$ cat src/dslrs_pkg.sv
// ---------------------------------------------------------------------------
// dslrs_pkg: shared types and constants for leaving-row selection
// Word layouts between front, queue and back end.
// ---------------------------------------------------------------------------
package dslrs_pkg;

  localparam int VIOL_W  = 31;
  localparam int CAP_W   = 17;
  localparam int SCORE_W = 33;
  localparam logic [CAP_W-1:0] CAP_MIN = 17'd5;

  localparam logic [0:0] REG_WEIGHT_IN_VIOL = 1'b0;
  localparam logic [0:0] REG_VIOL_THRESHOLD = 1'b1;

  typedef struct packed {
    logic [VIOL_W-1:0] violation;
    logic [VIOL_W-1:0] dual_weight;
    logic [23:0]       basic_variable;
    logic              bbar_negative;
    logic              first_item;
    logic              last_item;
    logic [CAP_W-1:0]  cap;
  } dslrs_item_t;

  typedef struct packed {
    logic        found;
    logic [23:0] leaving_variable;
    logic        leave_at_lower;
  } dslrs_res_t;

endpackage

$ cat src/dual_simplex_leaving_row_select_top.sv
// ---------------------------------------------------------------------------
// dual_simplex_leaving_row_select_top: leaving-row selection for dual simplex
// Scores each row, keeps the best, emits the choice on the last row.
// ---------------------------------------------------------------------------
// The back end takes a new word only once done with the last; its pace is set
//   by the bit-serial restoring divider (one quotient bit/cycle), and a scan's
//   last word also waits until the result queue has room.
// Input queue of 4 words lets the front keep accepting while the back divides.
// Reset (rst_n low, synchronous) empties queues, sets best to -1.0, cap to 5,
//   weight_in_violation to 1 and the threshold to 0.
module dual_simplex_leaving_row_select_top #(
  parameter int FRACTION_BITS = 16,
  parameter int VARIABLE_BITS = 16
) (
  input  logic                     clk,
  input  logic                     rst_n,
  input  logic                     push,
  output logic                     full,
  input  logic [30:0]              in_violation,
  input  logic [30:0]              in_dual_weight,
  input  logic [VARIABLE_BITS-1:0] in_basic_variable,
  input  logic                     in_bbar_negative,
  input  logic                     in_first_item,
  input  logic                     in_last_item,
  input  logic [15:0]              in_cap_fraction,
  input  logic [15:0]              in_scan_length,
  output logic                     empty,
  input  logic                     pop,
  output logic                     out_found,
  output logic [VARIABLE_BITS-1:0] out_leaving_variable,
  output logic                     out_leave_at_lower,
  input  logic                     cfg_we,
  input  logic [0:0]               cfg_index,
  input  logic [30:0]              cfg_data
);
  import dslrs_pkg::*;

  logic          wiv_r;
  logic [30:0]   thr_r;
  logic          f_push, q_full, q_empty, q_pop, r_push, r_full;
  dslrs_item_t   f_item, q_item;
  dslrs_res_t    r_data, r_out;

  // configuration registers
  always_ff @(posedge clk) begin
    if (!rst_n) begin
      wiv_r <= 1'b1;
      thr_r <= '0;
    end else if (cfg_we) begin
      case (cfg_index)
        REG_WEIGHT_IN_VIOL: wiv_r <= cfg_data[0];
        REG_VIOL_THRESHOLD: thr_r <= cfg_data;
        default: ;
      endcase
    end
  end

  dslrs_front u_front (
    .clk, .rst_n, .push, .full,
    .violation(in_violation), .dual_weight(in_dual_weight),
    .basic_variable(24'(in_basic_variable)), .bbar_negative(in_bbar_negative),
    .first_item(in_first_item), .last_item(in_last_item),
    .cap_fraction(in_cap_fraction), .scan_length(in_scan_length),
    .q_push(f_push), .q_full, .q_item(f_item)
  );

  // decouple front and back
  dslrs_fifo #(.W($bits(dslrs_item_t)), .DEPTH(4)) u_iq (
    .clk, .rst_n, .push(f_push), .wdata(f_item), .full(q_full),
    .pop(q_pop), .empty(q_empty), .rdata(q_item)
  );

  dslrs_back #(.FRACTION_BITS(FRACTION_BITS)) u_back (
    .clk, .rst_n, .weight_in_violation(wiv_r), .violation_threshold(thr_r),
    .q_empty, .q_item, .q_pop, .r_push, .r_full, .r_data
  );

  // result queue holds finished words until popped
  dslrs_fifo #(.W($bits(dslrs_res_t)), .DEPTH(2)) u_rq (
    .clk, .rst_n, .push(r_push), .wdata(r_data), .full(r_full),
    .pop, .empty, .rdata(r_out)
  );

  assign out_found            = r_out.found;
  assign out_leaving_variable = r_out.leaving_variable[VARIABLE_BITS-1:0];
  assign out_leave_at_lower   = r_out.leave_at_lower;
endmodule

$ cat src/dslrs_front.sv
// ---------------------------------------------------------------------------
// dslrs_front: input stage
// Register one word per cycle when not full, with its improvement cap.
// ---------------------------------------------------------------------------
module dslrs_front (
  input  logic                clk,
  input  logic                rst_n,
  input  logic                push,
  output logic                full,
  input  logic [30:0]         violation,
  input  logic [30:0]         dual_weight,
  input  logic [23:0]         basic_variable,
  input  logic                bbar_negative,
  input  logic                first_item,
  input  logic                last_item,
  input  logic [15:0]         cap_fraction,
  input  logic [15:0]         scan_length,
  output logic                q_push,
  input  logic                q_full,
  output dslrs_pkg::dslrs_item_t q_item
);
  import dslrs_pkg::*;

  logic [31:0]      prod;
  logic [CAP_W-1:0] cap_raw;
  logic             vld_r;
  dslrs_item_t      item_r;

  assign prod    = cap_fraction * scan_length;
  assign cap_raw = CAP_W'(({1'b0, prod} + 33'h0FFFF) >> 16);
  assign full    = vld_r && q_full;
  assign q_push  = vld_r;
  assign q_item  = item_r;

  always_ff @(posedge clk) begin
    if (!rst_n) begin
      vld_r <= 1'b0;
    end else if (!full) begin
      vld_r <= push;
    end
  end

  always_ff @(posedge clk) begin
    if (push && !full) begin
      item_r.violation      <= violation;
      item_r.dual_weight    <= dual_weight;
      item_r.basic_variable <= basic_variable;
      item_r.bbar_negative  <= bbar_negative;
      item_r.first_item     <= first_item;
      item_r.last_item      <= last_item;
      item_r.cap            <= (cap_raw < CAP_MIN) ? CAP_MIN : cap_raw;
    end
  end
endmodule

$ cat src/dslrs_fifo.sv
// ---------------------------------------------------------------------------
// dslrs_fifo: small word queue
// Decouple front and back end; registered storage, pointer based.
// ---------------------------------------------------------------------------
module dslrs_fifo #(
  parameter int W = 8,
  parameter int DEPTH = 4
) (
  input  logic         clk,
  input  logic         rst_n,
  input  logic         push,
  input  logic [W-1:0] wdata,
  output logic         full,
  input  logic         pop,
  output logic         empty,
  output logic [W-1:0] rdata
);
  localparam int AW = $clog2(DEPTH);

  logic [W-1:0]  mem [DEPTH];
  logic [AW-1:0] wp_r, rp_r;
  logic [AW:0]   cnt_r;
  logic          do_push, do_pop;

  assign full    = (cnt_r == (AW+1)'(DEPTH));
  assign empty   = (cnt_r == '0);
  assign do_push = push && !full;
  assign do_pop  = pop && !empty;
  assign rdata   = mem[rp_r];

  always_ff @(posedge clk) begin
    if (do_push) begin
      mem[wp_r] <= wdata;
    end
  end

  always_ff @(posedge clk) begin
    if (!rst_n) begin
      wp_r  <= '0;
      rp_r  <= '0;
      cnt_r <= '0;
    end else begin
      if (do_push) wp_r <= (wp_r == AW'(DEPTH-1)) ? '0 : wp_r + 1'b1;
      if (do_pop)  rp_r <= (rp_r == AW'(DEPTH-1)) ? '0 : rp_r + 1'b1;
      cnt_r <= cnt_r + (AW+1)'(do_push) - (AW+1)'(do_pop);
    end
  end
endmodule

$ cat src/dslrs_back.sv
// ---------------------------------------------------------------------------
// dslrs_back: scoring and selection engine; divides unless weight_in_violation
// Restoring division one quotient bit per cycle, then compare and update.
// ---------------------------------------------------------------------------
module dslrs_back #(
  parameter int FRACTION_BITS = 16
) (
  input  logic                  clk,
  input  logic                  rst_n,
  input  logic                  weight_in_violation,
  input  logic [30:0]           violation_threshold,
  input  logic                  q_empty,
  input  dslrs_pkg::dslrs_item_t q_item,
  output logic                  q_pop,
  output logic                  r_push,
  input  logic                  r_full,
  output dslrs_pkg::dslrs_res_t r_data
);
  import dslrs_pkg::*;

  localparam int NUM_W = VIOL_W + FRACTION_BITS;
  localparam int CW    = $clog2(NUM_W + 1);
  localparam logic [1:0] S_IDLE = 2'd0, S_DIV = 2'd1, S_UPD = 2'd2, S_OUT = 2'd3;

  logic [1:0]         st_r;
  logic [CW-1:0]      cnt_r;
  logic [NUM_W-1:0]   num_r;
  logic [VIOL_W:0]    rem_r;
  logic [VIOL_W:0]    rem_sh;
  logic [VIOL_W-1:0]  score_r;
  dslrs_item_t        it_r;
  logic [SCORE_W-1:0] best_r;
  logic [23:0]        bvar_r;
  logic               blow_r, have_r, stop_r;
  logic [CAP_W-1:0]   cnt_imp_r, cap_r;
  logic [SCORE_W-1:0] sum;
  logic               better;

  assign rem_sh = {rem_r[VIOL_W-1:0], num_r[NUM_W-1]};
  assign sum    = best_r + SCORE_W'(violation_threshold);
  assign better = $signed({2'b00, score_r}) > $signed(sum);
  assign q_pop  = (st_r == S_IDLE) && !q_empty;
  assign r_push = (st_r == S_OUT);
  assign r_data = '{found: have_r, leaving_variable: have_r ? bvar_r : '0,
                    leave_at_lower: have_r & blow_r};

  always_ff @(posedge clk) begin
    if (!rst_n) begin
      st_r      <= S_IDLE;
      best_r    <= -SCORE_W'(1 << FRACTION_BITS);
      bvar_r    <= '0;
      blow_r    <= 1'b0;
      have_r    <= 1'b0;
      stop_r    <= 1'b0;
      cnt_imp_r <= '0;
      cap_r     <= CAP_MIN;
    end else begin
      case (st_r)
        S_IDLE: begin
          if (!q_empty) begin
            it_r <= q_item;
            if (q_item.first_item) begin
              best_r    <= -SCORE_W'(1 << FRACTION_BITS);
              bvar_r    <= '0;
              blow_r    <= 1'b0;
              have_r    <= 1'b0;
              stop_r    <= 1'b0;
              cnt_imp_r <= '0;
              cap_r     <= q_item.cap;
            end
            num_r   <= {q_item.violation, FRACTION_BITS'(0)};
            rem_r   <= '0;
            cnt_r   <= '0;
            score_r <= q_item.violation;
            st_r    <= weight_in_violation ? S_UPD : S_DIV;
          end
        end
        S_DIV: begin
          // one quotient bit per cycle
          num_r <= {num_r[NUM_W-2:0], (rem_sh >= {1'b0, it_r.dual_weight})};
          rem_r <= (rem_sh >= {1'b0, it_r.dual_weight}) ?
                   rem_sh - {1'b0, it_r.dual_weight} : rem_sh;
          cnt_r <= cnt_r + 1'b1;
          if (cnt_r == CW'(NUM_W - 1)) st_r <= S_UPD;
        end
        S_UPD: begin
          if (!weight_in_violation) begin
            if (it_r.dual_weight == '0 || |num_r[NUM_W-1:VIOL_W])
              score_r <= '1;
            else
              score_r <= num_r[VIOL_W-1:0];
          end
          if (!stop_r && cnt_r != CW'(NUM_W + 1)) begin
            cnt_r <= CW'(NUM_W + 1);
          end else begin
            if (!stop_r && better) begin
              best_r <= {2'b00, score_r};
              bvar_r <= it_r.basic_variable;
              blow_r <= it_r.bbar_negative;
              have_r <= 1'b1;
              if (cnt_imp_r > cap_r) stop_r <= 1'b1;
              else cnt_imp_r <= cnt_imp_r + 1'b1;
            end
            st_r <= it_r.last_item ? S_OUT : S_IDLE;
          end
        end
        S_OUT: begin
          if (!r_full) st_r <= S_IDLE;
        end
        default: st_r <= S_IDLE;
      endcase
    end
  end
endmodule

$ cat config.mk
export PLATFORM = sky130hd
export DESIGN_NAME = dual_simplex_leaving_row_select_top
export DESIGN_NICKNAME = d
export VERILOG_FILES = /design/src/dslrs_pkg.sv /design/src/dual_simplex_leaving_row_select_top.sv /design/src/dslrs_front.sv /design/src/dslrs_fifo.sv /design/src/dslrs_back.sv
export SDC_FILE = /design/constraint.sdc
export NUM_CORES = 2
export LEC_CHECK = 0
export ABC_AREA = 1
export BUFFER_PORTS_ARGS = -buffer_cell sky130_fd_sc_hd__buf_4
export CORE_UTILIZATION = 63
export DETAILED_ROUTE_END_ITERATION = 12
export PLACE_DENSITY_LB_ADDON = 0.08
export SETUP_SLACK_MARGIN = 0.3
export SLEW_MARGIN = 0
export SYNTH_ARGS = -nofsm -noshare
export SYNTH_HDL_FRONTEND = slang
export SYNTH_SLANG_ARGS = --single-unit
$ cat constraint.sdc
create_clock -name clk -period 9 [get_ports clk]
set_input_delay 1.8 -clock clk [delete_from_list [all_inputs] [get_ports clk]]
set_output_delay 1.8 -clock clk [all_outputs]
set_load 0.005 [all_outputs]
Word-level counts from Yosys, hierarchy flattened:

Memory sizes are Yosys's and may differ from the RTL's. A register that Yosys moved wholly into a read port is not among the register bits.
Cells that the tools add are included.

* memories: 2
* input port bits: 150
* RAM bits: 444
* bits in registers: 410

* eq/ne operators: 19
* bitwise gates (word level): 3
* mux-type cells: 60
* $mul: 1
* $add $sub $neg: 13
* magnitude comparators: 4
* reduce and logical (&&, ||, !) cells: 35

Memory list
* u_iq.mem: depth 4, bits a word 98, rd ports 1, clocked after memory_dff 1, write ports 1, line dslrs_fifo.sv:20 `logic [W-1:0] mem [DEPTH];`
* u_rq.mem: depth 2, bits a word 26, rd ports 1, clocked after memory_dff 1, write ports 1, line dslrs_fifo.sv:20

Operators by type and width (count)
* two-way mux 31 bit: 5
* two-way mux 33 bit: 4
* one-hot mux 31 bit (2 select lines): 2
* two-way mux 24 bit: 5
* one-hot mux 47 bit (2 select lines): 1
* two-way mux 17 bit: 5
* one-hot mux 33 bit (2 select lines): 1
* one-hot mux 24 bit (2 select lines): 1
* two-way mux 47 bit: 1
* one-hot mux 17 bit (2 select lines): 1
* adder 32 x 16 -> 33 bit, second input constant: 1
* adder 33 x 31 -> 33 bit: 1
* greater-than comparator 32 x 33 -> 1 bit: 1
* greater-or-equal comparator 32 x 31 -> 1 bit: 1
* multiplier 16 x 16 -> 32 bit: 1
* zero test 31 bit: 1
* subtractor 31 bit: 1
* two-way mux 2 bit: 10
* one-hot mux 6 bit (3 select lines): 1
* adder 17 x 1 -> 17 bit, second input constant: 1
* greater-than comparator 17 bit: 1
* < comparator 17 x 3 -> 1 bit, second input constant: 1
* two-way mux 1 bit: 17
* OR reduction 16 bit: 1
* 31 further kinds: 70

Depth between registers and ports, before layout:

* word-level depth: 6
* gate-level depth with buffers: 34

Hierarchy:

Synthesis repeated with hierarchy kept, for this count alone.

* cell total of the unflattened synthesis: 4799
* area total of the unflattened synthesis: 48397.7 um^2

By module, submodules not included
* dslrs_fifo at u_iq: instances 1, area each 16181.8 um^2, seq. area each 12912.4 um^2, cells each 1090
* dslrs_back: instances 1, area each 15733.8 um^2, seq. area each 7066.8 um^2, cells each 1880
* dslrs_front: instances 1, area each 12933.7 um^2, seq. area each 3203.1 um^2, cells each 1507
* dslrs_fifo at u_rq: instances 1, area each 2228.4 um^2, seq. area each 1661.6 um^2, cells each 119
* dual_simplex_leaving_row_select_top: instances 1, area each 1320.0 um^2, seq. area each 640.6 um^2, cells each 203

Least setup slack after synthesis:

OpenSTA, ideal clock, no wires.

* path type: input to register
* from: input in_scan_length[12]
* to: register u_front.item_r (netlist bit u_front.q_item[1]) (data pin)
* required time: 8.751 ns
* stages on the path: 27
* library setup time: 0.249 ns
* data arrival time: 7.158 ns
* setup slack: 1.593 ns
* cell sequence: clkbuf_1 > clkbuf_1 > nand2_1 > fa_1 > inv_1 > fa_1 > fa_1 > fa_1 > fa_1 > inv_1 > fa_1 > inv_1 > ha_1 > nand2_1 > nor2_1 > inv_1 > nor2_1 > nand4_1 > or2_1 > nand4_1 > nand2_1 > nor2_1 > nand2_1 > nor2_1 > nand3_1 > nand2_1 > inv_1

* cells in the longest elaborated chain, start to end: 3

RTL lines
* start, declared: line dual_simplex_leaving_row_select_top.sv:26 `input logic [15:0] in_scan_length,`
* multiplier 16 x 16 -> 32 bit (*): line dslrs_front.sv:29 `assign prod = cap_fraction * scan_length;`
* adder 32 x 16 -> 33 bit (*): line dslrs_front.sv:30 `assign cap_raw = CAP_W'(({1'b0, prod} + 33'h0FFFF) >> 16);`
* < comparator 17 x 3 -> 1 bit: line dslrs_front.sv:51 `item_r.cap <= (cap_raw < CAP_MIN) ? CAP_MIN : cap_raw;`
* end, declared: line dslrs_front.sv:27 `dslrs_item_t item_r;`

Every way passes the cells marked *; elsewhere a longest branch is shown, timed or not.
A chain may end at the register's enable or synchronous reset.

Final worst setup path:

Ends and elaborated chain as after synthesis.

==> flow_summary.html <==
<table>
<tr><th>Metric</th><th>Value</th></tr>
<tr><th colspan="2">Power and ir drop</th></tr>
<tr><td>Part of the power in registers</td><td>30.5%</td></tr>
<tr><td>Power Internal</td><td>10.2 mW</td></tr>
<tr><td>Worst vdd ir</td><td>roughly 350 uV</td></tr>
<tr><td>Switch share</td><td>43.8%</td></tr>
<tr><td>Leakage power summed over all cells</td><td>21.4 nW</td></tr>
<tr><td>Combinational share of power</td><td>50.4%</td></tr>
<tr><td>Total net switching power</td><td>7.97 mW</td></tr>
<tr><td>Power per standard cell area</td><td>366 nW/um^2</td></tr>
<tr><td>Relative contribution of the clock network to total power</td><td>19.1%</td></tr>
<tr><th colspan="2">Yosys</th></tr>
<tr><td>Synthesized instance count</td><td>4,452</td></tr>
<tr><td>Fraction of synthesis flops using an asynchronous set or reset pin</td><td>0%</td></tr>
<tr><td>Sequential-to-total area share from yosys stat</td><td>52.1%</td></tr>
<tr><td>Count of flip-flops with a built-in enable after synthesis</td><td>690</td></tr>
<tr><td>Synthesized area divided by synthesized cell count</td><td>10.1 sq um</td></tr>
<tr><td>Library cells used by synthesis</td><td>56</td></tr>
<tr><td>Total of warnings raised by yosys</td><td>0</td></tr>
<tr><td>Main synth FF type</td><td>sky130_fd_sc_hd__edfxtp_1</td></tr>
<tr><td>Cell Area, Synth</td><td>44,900 sq um</td></tr>
<tr><td>Number of storage elements in the synthesis netlist</td><td>~820</td></tr>
<tr><td>Post-Syn Nets</td><td>5,039</td></tr>
<tr><th colspan="2">Floorplan</th></tr>
<tr><td>Top Ports</td><td>170</td></tr>
<tr><td>Die ar.</td><td>approximately 72,000 sq um</td></tr>
<tr><td>Initial core utilization</td><td>63.9%</td></tr>
<tr><td>Core footprint</td><td>70,300 sq um</td></tr>
<tr><td>Die extent in y</td><td>269 microns</td></tr>
<tr><td>Die outline width</td><td>269 microns</td></tr>
<tr><td>Num rows</td><td>97</td></tr>
<tr><th colspan="2">STA</th></tr>
<tr><td>Achievable Freq</td><td>144 MHz</td></tr>
<tr><td>Final Max Tran Viols</td><td>0</td></tr>
<tr><td>Unrepaired setup endpoints after global routing</td><td>false</td></tr>
<tr><td>Minimum hold slack</td><td>452 ps</td></tr>
<tr><td>Setup Viol. Count Final</td><td>0</td></tr>
<tr><td>Hold Violations, Final</td><td>0</td></tr>
<tr><td>Relative max-transition margin</td><td>28.9%</td></tr>
<tr><td>Slack of the critical path</td><td>just over 2000 ps</td></tr>
<tr><td>Transition time at the pin with the least slew margin</td><td>1070 ps</td></tr>
<tr><td>Final Cycle Share</td><td>77.1%</td></tr>
<tr><td>Time the final worst path needs with I/O delays and setup</td><td>between 6000 and 7000 ps</td></tr>
<tr><td>Post-Route Skew</td><td>roughly 38 ps</td></tr>
<tr><td>Final TNS setup</td><td>0 ps</td></tr>
<tr><th colspan="2">Setup path</th></tr>
<tr><td>Crit Path Class</td><td>in2reg</td></tr>
<tr><td>Slowest stage cell on the critical path</td><td>sky130_fd_sc_hd__fa_1</td></tr>
<tr><td>Crit path top cell by count</td><td>sky130_fd_sc_hd__fa_1</td></tr>
<tr><td>Element type at the critical path end</td><td>flip-flop</td></tr>
<tr><td>Data arrival time at the worst-slack endpoint</td><td>7320 ps</td></tr>
<tr><td>Top cell family by delay on the critical path</td><td>adder cells</td></tr>
<tr><td>Reg2reg path depth</td><td>30</td></tr>
<tr><td>Critical Path RT</td><td>roughly 9400 ps</td></tr>
<tr><td>Worst setup SP type</td><td>input port</td></tr>
<tr><td>Maximum cell stage delay along the critical path</td><td>560 ps</td></tr>
<tr><td>Maximum fanout encountered on the critical timing path</td><td>16</td></tr>
<tr><td>Number of cells on the critical path</td><td>25</td></tr>
<tr><td>Number of buffers and inverters on the critical path</td><td>6</td></tr>
<tr><th colspan="2">Drt</th></tr>
<tr><td>Violation count after the first detailed-route iteration</td><td>about 2,600</td></tr>
<tr><td>Residual DRC count</td><td>0</td></tr>
<tr><td>Overall via count from detail_route</td><td>31,100</td></tr>
<tr><td>Pre-Repair DR Iteration Count</td><td>6</td></tr>
<tr><td>Count of antenna-violating nets left after detailed routing</td><td>0</td></tr>
<tr><td>Routed wire per std cell</td><td>18.3 microns</td></tr>
<tr><td>Routed Wire Length</td><td>101 mm</td></tr>
<tr><td>Via count normalized by instance count</td><td>between 5 and 6</td></tr>
<tr><th colspan="2">Placement</th></tr>
<tr><td>Post-DP HPWL</td><td>70.6 mm</td></tr>
<tr><td>Pre-CTS setup slack</td><td>1430 ps</td></tr>
<tr><td>Placer's final routability congestion estimate</td><td>0.923</td></tr>
<tr><td>Cell Count Post-Placement</td><td>5,380</td></tr>
<tr><td>Total of buffers placed on input and output ports</td><td>approximately 170</td></tr>
<tr><th colspan="2">Worst hold path</th></tr>
<tr><td>WHS Path Cells</td><td>1</td></tr>
<tr><td>Class of the tightest hold or removal check</td><td>reg2reg</td></tr>
<tr><th colspan="2">Clock network</th></tr>
<tr><td>Root buffer cell</td><td>sky130_fd_sc_hd__clkbuf_16</td></tr>
<tr><td>Number of setup buffers added after CTS</td><td>0</td></tr>
<tr><td>Clock transition time at the flip-flop clock pins of the worst setup and hold paths</td><td>60 ps</td></tr>
<tr><td>Clock latency of the later-clocked register in the worst-skew pair</td><td>640 ps</td></tr>
<tr><td>TritonCTS clock tree</td><td>built</td></tr>
<tr><td>Total CTS buffers</td><td>84</td></tr>
<tr><td>Sinks on the clock net</td><td>824</td></tr>
<tr><td>Hold Buf Count CTS</td><td>0</td></tr>
<tr><td>CTS-repair resized insts</td><td>0</td></tr>
<tr><td>H-Tree Depth</td><td>3</td></tr>
<tr><td>Maximum number of buffers from clock root to sink</td><td>3</td></tr>
<tr><th colspan="2">Cells and area</th></tr>
<tr><td>FF/Latch Area</td><td>23,400 sq um</td></tr>
<tr><td>Number of non-filler instances in the completed layout</td><td>5,535</td></tr>
<tr><td>Share of layout cells above drive strength 1</td><td>8.38%</td></tr>
<tr><td>Final core utilization</td><td>70.6%</td></tr>
<tr><td>Filler Cells Inserted</td><td>5,212</td></tr>
<tr><td>Combined area of the multi-input logic cells</td><td>18,300 sq um</td></tr>
<tr><td>Net total in the final layout</td><td>5,113</td></tr>
<tr><td>Area growth from synthesis to layout</td><td>10.4%</td></tr>
<tr><th colspan="2">Status</th></tr>
<tr><td>Outcome</td><td>finished clean</td></tr>
<tr><th colspan="2">GRT</th></tr>
<tr><td>Pin count of the biggest net entering global routing</td><td>between 100 and 150</td></tr>
<tr><td>GRT Overall Usage</td><td>28.5%</td></tr>
<tr><td>Total congestion overflow after global routing</td><td>0</td></tr>
<tr><td>Initial antenna violation count</td><td>3</td></tr>
<tr><td>Wire length of the first global-routing pass</td><td>between 150 and 200 mm</td></tr>
<tr><td>Vias in the first global route</td><td>30,200</td></tr>
<tr><th colspan="2">Run</th></tr>
<tr><td>Number of max-cap violations</td><td>0</td></tr>
</table>
-- sequential cells by signal, indices dropped and copies added, names as in the netlist, 16 cells and up, named ones only --
| signal | cells |
|---|---|
| u_back.rem_r | 31 |
| u_back.num_r | 47 |
| u_rq.mem | 36 |
| u_front.q_item | 98 |
| u_back.score_r | 31 |
| u_back.cnt_imp_r | 17 |
| u_back.best_r | 32 |
| u_iq.mem | 392 |
| u_back.it_r | 49 |
| u_back.bvar_r | 16 |
| u_back.cap_r | 17 |
| thr_r | 31 |
-- layer usage --
layer / wire length [microns] / vias to the layer above / track usage [%]
li1: - / 14900 / -
met1: 44300 / 15000 / 39.6
met2: 48100 / 1015 / 47.3
met3: 6070 / 186 / 3.73
met4: 2690 / 2 / 8.42
met5: 11 / - / 0
-- cells in the mapped netlist, drive strengths merged (2+ instances only) --
| cell | instances | area, sq um |
|---|---|---|
| buf | 24 | 140 |
| xor2 | 55 | 482 |
| fa | 211 | 4220 |
| o22ai | 64 | 400 |
| nand4 | 20 | 125 |
| xnor2 | 27 | 236 |
| a311oi | 2 | 17.5 |
| a32o | 31 | 310 |
| nor3 | 37 | 196 |
| a21o | 12 | 90.1 |
| o21ai | 305 | 1530 |
| edfxtp | 690 | 20700 |
| clkbuf | 183 | 689 |
| dfxtp | 134 | 2680 |
| o211ai | 5 | 37.5 |
| o21a | 3 | 22.5 |
| nor2 | 348 | 1310 |
| mux2 | 18 | 203 |
| nand2 | 861 | 3260 |
| nor4 | 18 | 113 |
| o31ai | 35 | 263 |
| a211oi | 5 | 37.5 |
| a31o | 2 | 17.5 |
| o21bai | 14 | 105 |
| or2 | 17 | 106 |
| ha | 226 | 2830 |
| nand3 | 146 | 748 |
| a21boi | 6 | 48.8 |
| a21oi | 258 | 1290 |
| inv | 667 | 2500 |
| a31oi | 14 | 87.6 |
| o221ai | 2 | 17.5 |
| nand3b | 5 | 37.5 |
-- final cells by class --
cell class / instances / share of cell area (%)
Timing Repair Buffer: 195 / 2.95
Antenna cell: 1 / 0.00504
Multi-Input combinational cell: 2754 / 36.8
Clock inverter: 59 / 1.20
Inverter: 667 / 5.07
Tap cell: 940 / 2.37
Sequential cell: 824 / 47.2
Clock buffer: 95 / 4.40
-- power by group through the flow --
stage / clock network (mW) / logic (mW) / registers [mW]
after floorplan: 0 / 6.78 / 5.46
after global placement: 0 / 8.93 / 5.60
after detailed placement: 0 / 9.04 / 5.61
after CTS: 3.52 / 9.11 / 5.54
after global routing: 3.66 / 10.4 / 5.61
final: 3.47 / 9.16 / 5.55
-- cells in the final DEF (no fill, tap or decap), types with 4 or more instances in the layout --
cell,instances
sky130_fd_sc_hd__o21ai_0,299
sky130_fd_sc_hd__clkinvlp_4,6
sky130_fd_sc_hd__a32o_1,31
sky130_fd_sc_hd__nor2_4,5
sky130_fd_sc_hd__a31oi_1,14
sky130_fd_sc_hd__clkinv_2,14
sky130_fd_sc_hd__inv_1,661
sky130_fd_sc_hd__nor3_1,36
sky130_fd_sc_hd__a21oi_1,257
sky130_fd_sc_hd__or2_2,15
sky130_fd_sc_hd__nand2_2,4
sky130_fd_sc_hd__clkinv_1,21
sky130_fd_sc_hd__nor2_1,343
sky130_fd_sc_hd__xor2_1,55
sky130_fd_sc_hd__mux2_2,18
sky130_fd_sc_hd__edfxtp_1,690
sky130_fd_sc_hd__a211oi_1,4
sky130_fd_sc_hd__nand2_1,855
sky130_fd_sc_hd__o31ai_1,35
sky130_fd_sc_hd__clkbuf_1,8
sky130_fd_sc_hd__nand3b_1,5
sky130_fd_sc_hd__xnor2_1,27
sky130_fd_sc_hd__fa_1,211
sky130_fd_sc_hd__dfxtp_1,132
sky130_fd_sc_hd__a21o_1,12
sky130_fd_sc_hd__bufinv_16,9
sky130_fd_sc_hd__buf_4,195
sky130_fd_sc_hd__ha_1,224
sky130_fd_sc_hd__nand3_1,143
sky130_fd_sc_hd__a21boi_0,5
sky130_fd_sc_hd__inv_6,4
sky130_fd_sc_hd__nand4_1,20
sky130_fd_sc_hd__o21bai_1,14
sky130_fd_sc_hd__o22ai_1,64
sky130_fd_sc_hd__o21ai_1,4
sky130_fd_sc_hd__nor4_1,18
sky130_fd_sc_hd__o211ai_1,5
sky130_fd_sc_hd__clkbuf_16,85
-- path summary, 6_finish.rpt --
check | endpoint | start | slack [ps]
max | u_front.q_item[1]$_SDFFCE_PN0P_ | in_scan_length[12] | 2060
min | u_rq.rp_r$_SDFFE_PN0P_ | u_rq.rp_r$_SDFFE_PN0P_ | 450
max reg2reg | u_back.best_r[9]$_SDFFE_PN0P_ | thr_r[2]$_SDFFE_PN0P_ | 3800
min reg2reg | u_rq.rp_r$_SDFFE_PN0P_ | u_rq.rp_r$_SDFFE_PN0P_ | 450
-- logic make-up (layout without fill, tap and decap cells) --
| group | after synthesis | after routing | share of synthesized area, % |
|---|---|---|---|
| buf+inv | 874 | 1016 | 7.42 |
| simple gates | 1454 | 1454 | 13.1 |
| fa+ha+maj | 437 | 437 | 15.7 |
| xor+xnor | 82 | 82 | 1.60 |
| other cells | 0 | 1 | 0 |
| compound gates | 763 | 763 | 9.63 |
| flops | 824 | 824 | 52.1 |
| mux | 18 | 18 | 0.451 |
-- metrics by stage --
step / area, sq um / power (mW)
5_1_grt: 49600 / 19.6
6_report: 49600 / 18.2
2_1_floorplan: 44900 / 12.2
3_3_place_gp: 46800 / 14.5
3_5_place_dp: 46800 / 14.7
4_1_cts: 49600 / 18.2
Power figures use the tool's default switching activity.
